## src/hdl/ils_pkg.sv

```systemverilog
// ============================================================================
// ils_pkg : indexed list store shared definitions
// Operation and status codes, field widths, defaults and the result record
// passed from the sequencer to the output stage.
// ============================================================================
package ils_pkg;

    // Payload widths fixed by the interface
    localparam int FUNC_BITS  = 3;
    localparam int INDEX_BITS = 9;
    localparam int WORD_BITS  = 32;
    localparam int STAT_BITS  = 2;
    localparam int CNT_BITS   = 9;

    // Widest stored word supported; used for zero extension
    localparam int WIDE_BITS  = 64;

    // Default sizing
    localparam int DEF_CAPACITY   = 256;
    localparam int DEF_VALUE_BITS = 32;

    // Operation codes
    localparam logic [FUNC_BITS-1:0] FN_GET        = 3'd0;
    localparam logic [FUNC_BITS-1:0] FN_GET_REMOVE = 3'd1;
    localparam logic [FUNC_BITS-1:0] FN_REMOVE     = 3'd2;
    localparam logic [FUNC_BITS-1:0] FN_INSERT     = 3'd3;
    localparam logic [FUNC_BITS-1:0] FN_APPEND     = 3'd4;

    // Status codes
    localparam logic [STAT_BITS-1:0] ST_OK    = 2'd0;
    localparam logic [STAT_BITS-1:0] ST_RANGE = 2'd1;
    localparam logic [STAT_BITS-1:0] ST_FULL  = 2'd2;

    // One result record
    typedef struct packed {
        logic [WORD_BITS-1:0] read_value;
        logic [STAT_BITS-1:0] status;
        logic [CNT_BITS-1:0]  entry_count;
    } ils_result_t;

endpackage

```

## src/hdl/ils_seq.sv

```systemverilog
// ============================================================================
// ils_seq : request sequencer
// Resolves the index, reads the store, runs the one-entry-per-cycle shift
// for insert and remove, keeps the entry count and builds the result.
// ============================================================================
module ils_seq #(
    parameter int CAPACITY   = 256,
    parameter int VALUE_BITS = 32
) (
    input  logic                          clk,
    input  logic                          rst_n,
    // request side
    input  logic                          req_valid,
    output logic                          req_ready,
    input  logic [ils_pkg::FUNC_BITS-1:0]  req_func,
    input  logic [ils_pkg::INDEX_BITS-1:0] req_index,
    input  logic [ils_pkg::WORD_BITS-1:0]  req_value,
    // result side
    output logic                          res_valid,
    input  logic                          res_ready,
    output ils_pkg::ils_result_t           res,
    // store ports
    output logic                          mem_we,
    output logic [$clog2(CAPACITY)-1:0]   mem_waddr,
    output logic [VALUE_BITS-1:0]         mem_wdata,
    output logic [$clog2(CAPACITY)-1:0]   mem_raddr,
    input  logic [VALUE_BITS-1:0]         mem_rdata
);

    import ils_pkg::*;

    localparam int AW    = $clog2(CAPACITY);
    localparam int CW    = $clog2(CAPACITY + 1);
    localparam int CMP_W = (CW > 10) ? CW : 10;

    // State codes
    localparam logic [2:0] S_IDLE   = 3'd0;
    localparam logic [2:0] S_CHECK  = 3'd1;
    localparam logic [2:0] S_RDATA  = 3'd2;
    localparam logic [2:0] S_SHDN   = 3'd3;
    localparam logic [2:0] S_SHUP   = 3'd4;
    localparam logic [2:0] S_FINISH = 3'd5;

    // Control registers
    logic [2:0]            state_reg, state_next;
    logic [CW-1:0]         count_reg, count_next;
    logic                  pend_reg, pend_next;

    // Payload registers
    logic [FUNC_BITS-1:0]  func_reg, func_next;
    logic [INDEX_BITS-1:0] idx_reg, idx_next;
    logic [VALUE_BITS-1:0] val_reg, val_next;
    logic [AW-1:0]         pos_reg, pos_next;
    logic [CW-1:0]         ptr_reg, ptr_next;
    logic [AW-1:0]         wptr_reg, wptr_next;
    logic [WORD_BITS-1:0]  rdv_reg, rdv_next;
    logic [STAT_BITS-1:0]  st_reg, st_next;

    // Index resolution
    logic                  idx_neg;
    logic [9:0]            mag10;
    logic [CMP_W-1:0]      mag_x, cnt_x, pos_x;
    logic                  in_range;
    logic [AW-1:0]         pos_chk;
    logic                  list_full;

    // Width helpers
    logic [WIDE_BITS-1:0]  val_wide, rd_wide;
    logic [31:0]           cnt_wide;
    logic [CW-1:0]         ptr_dec, ptr_inc, pos_ext;

    assign idx_neg   = idx_reg[INDEX_BITS-1];
    assign mag10     = idx_neg ? (10'd512 - {1'b0, idx_reg}) : {1'b0, idx_reg};
    assign mag_x     = CMP_W'(mag10);
    assign cnt_x     = CMP_W'(count_reg);
    assign in_range  = mag_x < cnt_x;
    assign pos_x     = idx_neg ? (cnt_x - mag_x) : mag_x;
    assign pos_chk   = pos_x[AW-1:0];
    assign list_full = count_reg == CW'(CAPACITY);

    assign val_wide  = WIDE_BITS'(req_value);
    assign rd_wide   = WIDE_BITS'(mem_rdata);
    assign cnt_wide  = 32'(count_reg);
    assign ptr_dec   = ptr_reg - CW'(1);
    assign ptr_inc   = ptr_reg + CW'(1);
    assign pos_ext   = CW'(pos_reg);

    // Result record
    assign res.read_value  = rdv_reg;
    assign res.status      = st_reg;
    assign res.entry_count = cnt_wide[CNT_BITS-1:0];

    assign req_ready = state_reg == S_IDLE;
    assign res_valid = state_reg == S_FINISH;

    // Next-state and store access
    always_comb
    begin
        state_next = state_reg;
        count_next = count_reg;
        pend_next  = pend_reg;
        func_next  = func_reg;
        idx_next   = idx_reg;
        val_next   = val_reg;
        pos_next   = pos_reg;
        ptr_next   = ptr_reg;
        wptr_next  = wptr_reg;
        rdv_next   = rdv_reg;
        st_next    = st_reg;
        mem_we     = 1'b0;
        mem_waddr  = wptr_reg;
        mem_wdata  = mem_rdata;
        mem_raddr  = pos_reg;

        unique case (state_reg)
            S_IDLE:
            begin
                if (req_valid)
                begin
                    func_next  = req_func;
                    idx_next   = req_index;
                    val_next   = val_wide[VALUE_BITS-1:0];
                    rdv_next   = '0;
                    st_next    = ST_OK;
                    state_next = S_CHECK;
                end
            end

            S_CHECK:
            begin
                mem_raddr = pos_chk;
                unique case (func_reg)
                    FN_GET, FN_GET_REMOVE, FN_REMOVE:
                    begin
                        if (!in_range)
                        begin
                            st_next    = ST_RANGE;
                            state_next = S_FINISH;
                        end
                        else if (func_reg == FN_REMOVE)
                        begin
                            pos_next   = pos_chk;
                            ptr_next   = CW'(pos_chk) + CW'(1);
                            pend_next  = 1'b0;
                            state_next = S_SHDN;
                        end
                        else
                        begin
                            pos_next   = pos_chk;
                            state_next = S_RDATA;
                        end
                    end
                    FN_INSERT:
                    begin
                        if (!in_range)
                        begin
                            st_next    = ST_RANGE;
                            state_next = S_FINISH;
                        end
                        else if (list_full)
                        begin
                            st_next    = ST_FULL;
                            state_next = S_FINISH;
                        end
                        else
                        begin
                            pos_next   = pos_chk;
                            ptr_next   = count_reg;
                            pend_next  = 1'b0;
                            state_next = S_SHUP;
                        end
                    end
                    FN_APPEND:
                    begin
                        if (list_full)
                        begin
                            st_next = ST_FULL;
                        end
                        else
                        begin
                            mem_we     = 1'b1;
                            mem_waddr  = count_reg[AW-1:0];
                            mem_wdata  = val_reg;
                            count_next = count_reg + CW'(1);
                        end
                        state_next = S_FINISH;
                    end
                    default:
                    begin
                        state_next = S_FINISH;
                    end
                endcase
            end

            // Read data for get operations arrives here
            S_RDATA:
            begin
                rdv_next = rd_wide[WORD_BITS-1:0];
                if (func_reg == FN_GET)
                begin
                    state_next = S_FINISH;
                end
                else
                begin
                    ptr_next   = pos_ext + CW'(1);
                    pend_next  = 1'b0;
                    state_next = S_SHDN;
                end
            end

            // Shift down: read entry ptr, write it one place lower next cycle
            S_SHDN:
            begin
                mem_raddr = ptr_reg[AW-1:0];
                if (pend_reg)
                begin
                    mem_we = 1'b1;
                end
                if (ptr_reg < count_reg)
                begin
                    pend_next = 1'b1;
                    wptr_next = ptr_dec[AW-1:0];
                    ptr_next  = ptr_inc;
                end
                else
                begin
                    pend_next = 1'b0;
                    if (!pend_reg)
                    begin
                        count_next = count_reg - CW'(1);
                        state_next = S_FINISH;
                    end
                end
            end

            // Shift up: read entry ptr-1, write it at ptr next cycle
            S_SHUP:
            begin
                mem_raddr = ptr_dec[AW-1:0];
                if (pend_reg)
                begin
                    mem_we = 1'b1;
                end
                if (ptr_reg > pos_ext)
                begin
                    pend_next = 1'b1;
                    wptr_next = ptr_reg[AW-1:0];
                    ptr_next  = ptr_dec;
                end
                else
                begin
                    pend_next = 1'b0;
                    if (!pend_reg)
                    begin
                        mem_we     = 1'b1;
                        mem_waddr  = pos_reg;
                        mem_wdata  = val_reg;
                        count_next = count_reg + CW'(1);
                        state_next = S_FINISH;
                    end
                end
            end

            S_FINISH:
            begin
                if (res_ready)
                begin
                    state_next = S_IDLE;
                end
            end

            default:
            begin
                state_next = S_IDLE;
            end
        endcase
    end

    // Control state
    always_ff @(posedge clk or negedge rst_n)
    begin
        if (!rst_n)
        begin
            state_reg <= S_IDLE;
            count_reg <= '0;
            pend_reg  <= 1'b0;
        end
        else
        begin
            state_reg <= state_next;
            count_reg <= count_next;
            pend_reg  <= pend_next;
        end
    end

    // Payload
    always_ff @(posedge clk)
    begin
        func_reg <= func_next;
        idx_reg  <= idx_next;
        val_reg  <= val_next;
        pos_reg  <= pos_next;
        ptr_reg  <= ptr_next;
        wptr_reg <= wptr_next;
        rdv_reg  <= rdv_next;
        st_reg   <= st_next;
    end

    // Count never passes capacity
    a_count_range: assert property (@(posedge clk) disable iff (!rst_n)
        count_reg <= CW'(CAPACITY))
        else $error("entry count above capacity");

    // Shift-down writes stay inside the list
    a_shdn_in_list: assert property (@(posedge clk) disable iff (!rst_n)
        (state_reg == S_SHDN && pend_reg) |-> (CW'(wptr_reg) < count_reg))
        else $error("shift-down write outside list");

    // Only get operations return data
    a_rd_zero: assert property (@(posedge clk) disable iff (!rst_n)
        (res_valid && (func_reg == FN_REMOVE || func_reg == FN_INSERT
                       || func_reg == FN_APPEND)) |-> (rdv_reg == '0))
        else $error("read value set on non-get operation");

    // A finished result stays until taken
    a_res_hold: assert property (@(posedge clk) disable iff (!rst_n)
        (res_valid && !res_ready) |=> (res_valid && $stable(count_reg)))
        else $error("result dropped while stalled");

endmodule
```

## config.mk

```make
export PLATFORM = sky130hd
export DESIGN_NAME = ils_seq
export DESIGN_NICKNAME = d
export VERILOG_FILES = /design/src/hdl/ils_pkg.sv /design/src/hdl/ils_seq.sv
export SDC_FILE = /design/constraint.sdc
export NUM_CORES = 1
export LEC_CHECK = 0
export BUFFER_PORTS_ARGS = -buffer_cell sky130_fd_sc_hd__buf_2
export CORE_ASPECT_RATIO = 0.5
export CORE_UTILIZATION = 50
export DETAILED_ROUTE_END_ITERATION = 10
export PLACE_DENSITY = 0.73
export SETUP_SLACK_MARGIN = 0.4
export SYNTH_ARGS = -nofsm -noshare
export SYNTH_HDL_FRONTEND = slang
export SYNTH_SLANG_ARGS = --single-unit
```

## constraint.sdc

```tcl
create_clock -name clk -period 4.3 [get_ports clk]
set_input_delay 0.86 -clock clk [delete_from_list [all_inputs] [get_ports clk]]
set_output_delay 0.86 -clock clk [all_outputs]
set_load 0.02 [all_outputs]
```

==> results.cfg, run 1 <==
[layout]
layout.nets = 1045
layout-drive-gt1-share_pct = 39.38
syn_to_final_growth_pct = 32.44

[power]
power.leakage_nw = 4.514
vdd_drop_max_v = 0.0004223
totalPowerFinal_mw = 8.495
power_density_mw_per_mm2 = 854.6

[synthesis]
synth_common_cells = edfxtp_1 (103), nand2_1 (47), inv_1 (46), ha_1 (44), nor2_1 (39)
synthSimpleGateAreaFrac_pct = 14.57
synth_area_mm2 = 0.007506
synth.most_common_cell = edfxtp_1
muxShareOfSynthArea_pct = 8.385
synth_xor_area_share_pct = 4.784
async_reset_ff_share_pct = 11.21
synth_cells = 696
yosys_warnings = 0
synth_top_area_share_pct = 41.21
synth_edf_count = 103
synthFlopType = edfxtp_1
ys_top_cells_by_area = edfxtp_1 (41%), ha_1 (7.3%), mux2_4 (5.4%), dfrtp_1 (4.3%), xnor2_1 (3.3%)
ys_ff_latch = 116
synthAdderAreaFrac_pct = 7.868
yosysSeqAreaShare_pct = 45.54
syn_avg_cell_area_um2 = 10.78
ys_types = 71
synth_top_family_by_area = simple AND/OR/NAND/NOR gates
synth_top_cell_by_area = edfxtp_1
synth-compound-area-share_pct = 13.92
syn-num-nets = 822

[clock_network]
ctsHoldBuffers = 0
ctsHtreeMaxLevel = 4
clk_latency_ns = 0.42
clkSlewWorstSetupHoldPaths_ns = 0.06
cts_buffer_depth = 2
clock_sinks = 116
cts_tree = done
clockRootBuffer = clkbuf_16
cts_buffers = 17

[drt]
wl_mm = 22.56
drc = 0
via_per_inst = 5.765
firstDrtPassIters = 6
drtIter0Drc = 550
ant_nets = 0
dr_total_vias = 6520
wl_per_cell_um = 19.95

[timing]
max_freq_mhz = 246.8
slew_viol_final = 0
maxSlewHeadroom_pct = 46.43
layout_min_cycle_time_ns = 4.051
setup_tns_ns = 0
fin_crit_sh_pct = 94.22
worst_pin_slew_ns = 0.8036
fin_skew_ns = 0.009975
finalHoldViolations = 0
rsz0062_at_grt = yes
finalSetupViolations = 0

[global_routing]
grt.overflow.total = 0
antenna_found_initial = 0
grt_pass1_vias = 6084
grt_max_degree = 46
grt.total_usage_pct = 28.18
grt_pass1_wl_mm = 32.95

[place]
gp_congestion = 0.9255
place_hpwl_mm = 15.24
port_buffers = 173

[critical_path]
worst_setup_path_end_kind = primary output
critPathMaxStageDelay_ns = 0.40
critPathArrivalTime_ns = 3.19
critPathMaxFanout = 7
slowest_stage = edfxtp_1
path_class = reg -> out
required_ns = 3.44
crit_chain = inv_2 > ha_4 > nand2b_4 > xnor2_2 > buf_4 > ha_4 > o211ai_1 > a21oi_1 > or3_1 > a31o_4 > mux2i_2 > a221oi_2 > buf_4
worst_setup_path_start_kind = register

[die]
coreArea_mm2 = 0.01455
fp.dieW_um = 175.3
row_count = 31
die_y_um = 88.64
io_pins = 174
die-area_mm2 = 0.01554
start_util_pct = 51.60

[status]
status = complete, no violations

[min_path]
hp-class = in -> async

[flow_run]
drv_cap = 0
## repair_timing
| action | CTS | global route |
|---|---|---|
| cloned | 0 | 1 |
| setup buffers | 29 | 17 |
| pin swaps | 18 | 18 |
| resized for setup | 35 | 48 |
| endpoints found under the setup margin | 36 | 43 |
## area by class of cell
cell class              count  area (µm²)
repair buffers            241        1445
multi-input cells         495        4025
clock inverters            15       195.2
well taps                 198       247.7
clock buffers              17       425.4
fillers                  1076        4604
inverters                  48       180.2
flip-flops and latches    116        3420
diodes                      1       2.502
## worst paths after layout
kind                                          startpoint  depth (start not counted)                       end  slack (ns)
min in group clk                           req_value[11]                          1     val_reg[11]$_DFFE_PP_        0.61
max in group asynchronous                          rst_n                          1  count_reg[1]$_DFFE_PN0P_        3.67
worst max register to register      idx_reg[0]$_DFFE_PP_                         25   st_reg[1]$_SDFFCE_PN0P_        0.35
worst min register to register  count_reg[0]$_DFFE_PN0P_                          2  count_reg[0]$_DFFE_PN0P_        0.68
worst max-delay path                idx_reg[0]$_DFFE_PP_                         13              mem_raddr[5]        0.25
worst min-delay path                               rst_n                          1      pend_reg$_DFFE_PN0P_        0.35
## kinds of logic (layout without fill, tap and decap cells)
family | count (synthesis) | count (layout)
xor gates and xnor gates | 41 | 41
DFF | 116 | 116
AOI/OAI and AO/OA | 154 | 154
buffers and inverters | 85 | 321
and+or+nand+nor | 205 | 205
muxes | 49 | 49
adders and majority gates | 46 | 46
other | 0 | 1
## layout by cell type, fill, tap and decap left out, drive strengths merged, types with 4 or more instances in the layout
cell / Yosys / final
a211oi: 5 / 5
a21o: 10 / 10
a21oi: 35 / 35
a221o: 4 / 4
a22o: 7 / 7
a22oi: 11 / 11
and2: 6 / 6
and3: 30 / 30
buf: 14 / 241
clkbuf: 23 / 17
clkinv: 0 / 4
dfrtp: 13 / 13
edfxtp: 103 / 103
ha: 44 / 44
inv: 48 / 55
mux2: 30 / 30
mux2i: 19 / 19
nand2: 47 / 47
nand2b: 14 / 14
nand3: 8 / 8
nand4: 5 / 5
nor2: 41 / 41
nor2b: 13 / 13
nor3: 24 / 24
o211ai: 4 / 4
o21ai: 34 / 34
o22ai: 10 / 10
o31ai: 6 / 6
or2: 4 / 4
or3: 5 / 5
xnor2: 28 / 28
xor2: 13 / 13
## through the flow
stage               std cells  instance area, µm²  utilization, %  hold WS [ns]  worst slack, ns
floorplan                 696                7506               -        0.5644           0.5225
CTS                      1112                9595           65.97        0.3421           0.2972
global placement         1051                8603           59.15        0.6393           0.5456
detailed placement       1051                8603           59.15        0.6569           0.4984
finish                   1131                9941           68.34        0.3497           0.2486
global route             1130                9938           68.33        0.3500           0.1158
## power by group
group / total [mW] / switching, mW / internal (mW)
registers: 2.02 / 0.301 / 1.72
clock network: 1.50 / 0.572 / 0.930
logic: 4.97 / 2.94 / 2.03
## worst max-delay path, delay by kind of cell, from the launching register on
family / cells / cell delay (ns)
AOI/OAI and AO/OA: 4 / 0.72
xor gates and xnor gates: 1 / 0.13
adders and majority gates: 2 / 0.44
buffers and inverters: 3 / 0.41
DFF: 1 / 0.40
muxes: 1 / 0.17
and+or+nand+nor: 2 / 0.51
## metal layers
layer  vias up  part of all wire (%)  wire length, µm  track usage, %
li1       3015                     -                -               -
met1      3098                    41             9158           36.58
met2       356                    48            10760           45.96
met3        51                   9.2             2081           6.572
met4         0                   2.5              558           12.17
met5         -                     0                0               0
(Power assumes the default switching activity.)
==> run 2, diff against run 1 <==
--- a/config.mk
+++ b/config.mk
@@ -10,6 +10,7 @@
 export CORE_UTILIZATION = 50
 export DETAILED_ROUTE_END_ITERATION = 10
 export PLACE_DENSITY = 0.73
+export RECOVER_POWER = 50
 export SETUP_SLACK_MARGIN = 0.4
 export SYNTH_ARGS = -nofsm -noshare
 export SYNTH_HDL_FRONTEND = slang
==> run 2 against run 1 <==
  * First-iteration DRC count down 9.3%
  * Sequential cell count unchanged
  * Fmax is 0.64% lower
  * Cell area fell by 0.89%
  * Clock skew grew 0.00085 ns
  * Combinational power decreased by 1%
  * Count of clock-buffer cells in the layout stayed put
  * Global-route usage unchanged
  * Sequential share of layout area increased by 0.30 points
==> results.cfg, run 2 (synthesized netlist as in run 1, its figures left out) <==
[die]
io_pins = 174
start_util_pct = 51.60
coreArea_mm2 = 0.01455
fp.dieW_um = 175.3
row_count = 31
die-area_mm2 = 0.01554
die_y_um = 88.64

[status]
status = complete, no violations

[timing]
slew_viol_final = 0
layout_setup_ws_ns = 0.2224
rsz0062_at_grt = yes
setup_tns_ns = 0
maxSlewHeadroom_pct = 17.41
layout_min_cycle_time_ns = 4.078
finalSetupViolations = 0
fin_skew_ns = 0.01082
finalHoldViolations = 0
fin_crit_sh_pct = 94.83
whs_ns = 0.5278
max_freq_mhz = 245.2
worst_pin_slew_ns = 1.239

[critical_path]
reg2reg_slack_ns = 0.34
critPathMaxFanout = 7
crit_chain = inv_2 > ha_4 > nand2b_4 > xnor2_2 > buf_4 > ha_4 > o211ai_1 > a21oi_1 > or3_1 > a31o_4 > mux2i_2 > a221oi_2 > buf_4
path_class = reg -> out
required_ns = 3.44
critPathArrivalTime_ns = 3.22
slowest_stage = edfxtp_1
critPathMaxStageDelay_ns = 0.40
r2r-start = idx_reg[0]$_DFFE_PP_
worst_setup_path_start_kind = register
worst_setup_path_end_kind = primary output
r2r-end = st_reg[1]$_SDFFCE_PN0P_
worstRegToRegCells = 25

[global_routing]
grtUsageMet3_pct = 6.572
grt_max_degree = 46
grt_pass1_wl_mm = 32.95
grt.overflow.total = 0
use_met1_pct = 36.58
grt.total_usage_pct = 28.18
grt_pass1_vias = 6084
use_met2_pct = 45.96
antenna_found_initial = 0
top_usage_layer = met2

[clock_network]
clock_sinks = 116
ctsHoldBuffers = 0
clk_latency_ns = 0.42
cts_tree = done
clkSlewWorstSetupHoldPaths_ns = 0.06
ctsHtreeMaxLevel = 4
clockRootBuffer = clkbuf_16
cts_buffers = 17
cts_buffer_depth = 2

[place]
place_area_mm2 = 0.008603
place_hpwl_mm = 15.24
gp_congestion = 0.9255
post-place-ws_ns = 0.4984
dp_cells = 1051
port_buffers = 173

[power]
vdd_drop_max_v = 0.0004241
power_density_mw_per_mm2 = 856.9
power.leakage_nw = 4.365
totalPowerFinal_mw = 8.442

[drt]
dr_total_vias = 6526
wl_per_cell_um = 19.95
via_per_inst = 5.770
drc = 0
firstDrtPassIters = 6
ant_nets = 0
wl_mm = 22.56
drtIter0Drc = 499

[min_path]
hp-class = in -> async

[layout]
layout-drive-gt1-share_pct = 33.80
syn_to_final_growth_pct = 31.26
final_common_cell = buf_2
stdcell_area_mm2 = 0.009852
fin_cells = 1131
layout_common_cells = buf_2 (128), edfxtp_1 (103), clkbuf_1 (49), buf_4 (49), inv_1 (44)
fin_util_pct = 67.73
layout.nets = 1045

[flow_run]
drv_cap = 0
## run 2: per-layer routing
metal / routed length (µm) / vias to the layer above / part of all wire (%)
met5: 0 / - / 0
met1: 9095 / 3091 / 40
met3: 2148 / 58 / 9.5
met4: 563 / 0 / 2.5
li1: - / 3013 / -
met2: 10750 / 364 / 48
## run 2: repair_timing
item | 4_1_cts | 5_1_grt
resized for setup | 35 | 48
pin swaps | 18 | 18
setup buffers | 29 | 17
gates cloned | 0 | 1
setup endpoints to repair | 36 | 43
## run 2: report_power, final
group,internal (mW),switching (mW)
Combinational,1.97,2.94
Clock,0.930,0.574
Sequential,1.72,0.304
## run 2: worst max path at each step
stage	start	endpoint	cells after the start
6_report	idx_reg[0]$_DFFE_PP_	mem_raddr[5]	13
5_1_grt	idx_reg[0]$_DFFE_PP_	mem_raddr[5]	13
4_1_cts	idx_reg[2]$_DFFE_PP_	mem_raddr[7]	11
3_5_place_dp	idx_reg[0]$_DFFE_PP_	mem_raddr[7]	13
3_3_place_gp	idx_reg[2]$_DFFE_PP_	mem_raddr[7]	11
2_1_floorplan	idx_reg[8]$_DFFE_PP_	mem_raddr[7]	12
## run 2: area by class of cell
type,count,area (µm²)
fill,1107,4693
tap,198,247.7
clock buffer,17,425.4
clock inverter,15,195.2
antenna,1,2.502
multi-input combinational,495,4019
inverter,48,180.2
sequential,116,3418
timing repair buffer,241,1364
## run 2: critical path, delay by kind of cell, from the launching register on
family	cells	cell delay (ns)
AND/OR/NAND/NOR	2	0.51
multiplexers	1	0.16
AO/OA/AOI/OAI	4	0.72
adder cells (fa/ha/maj)	2	0.44
buffers and inverters	3	0.44
flip-flops	1	0.40
XOR/XNOR	1	0.13
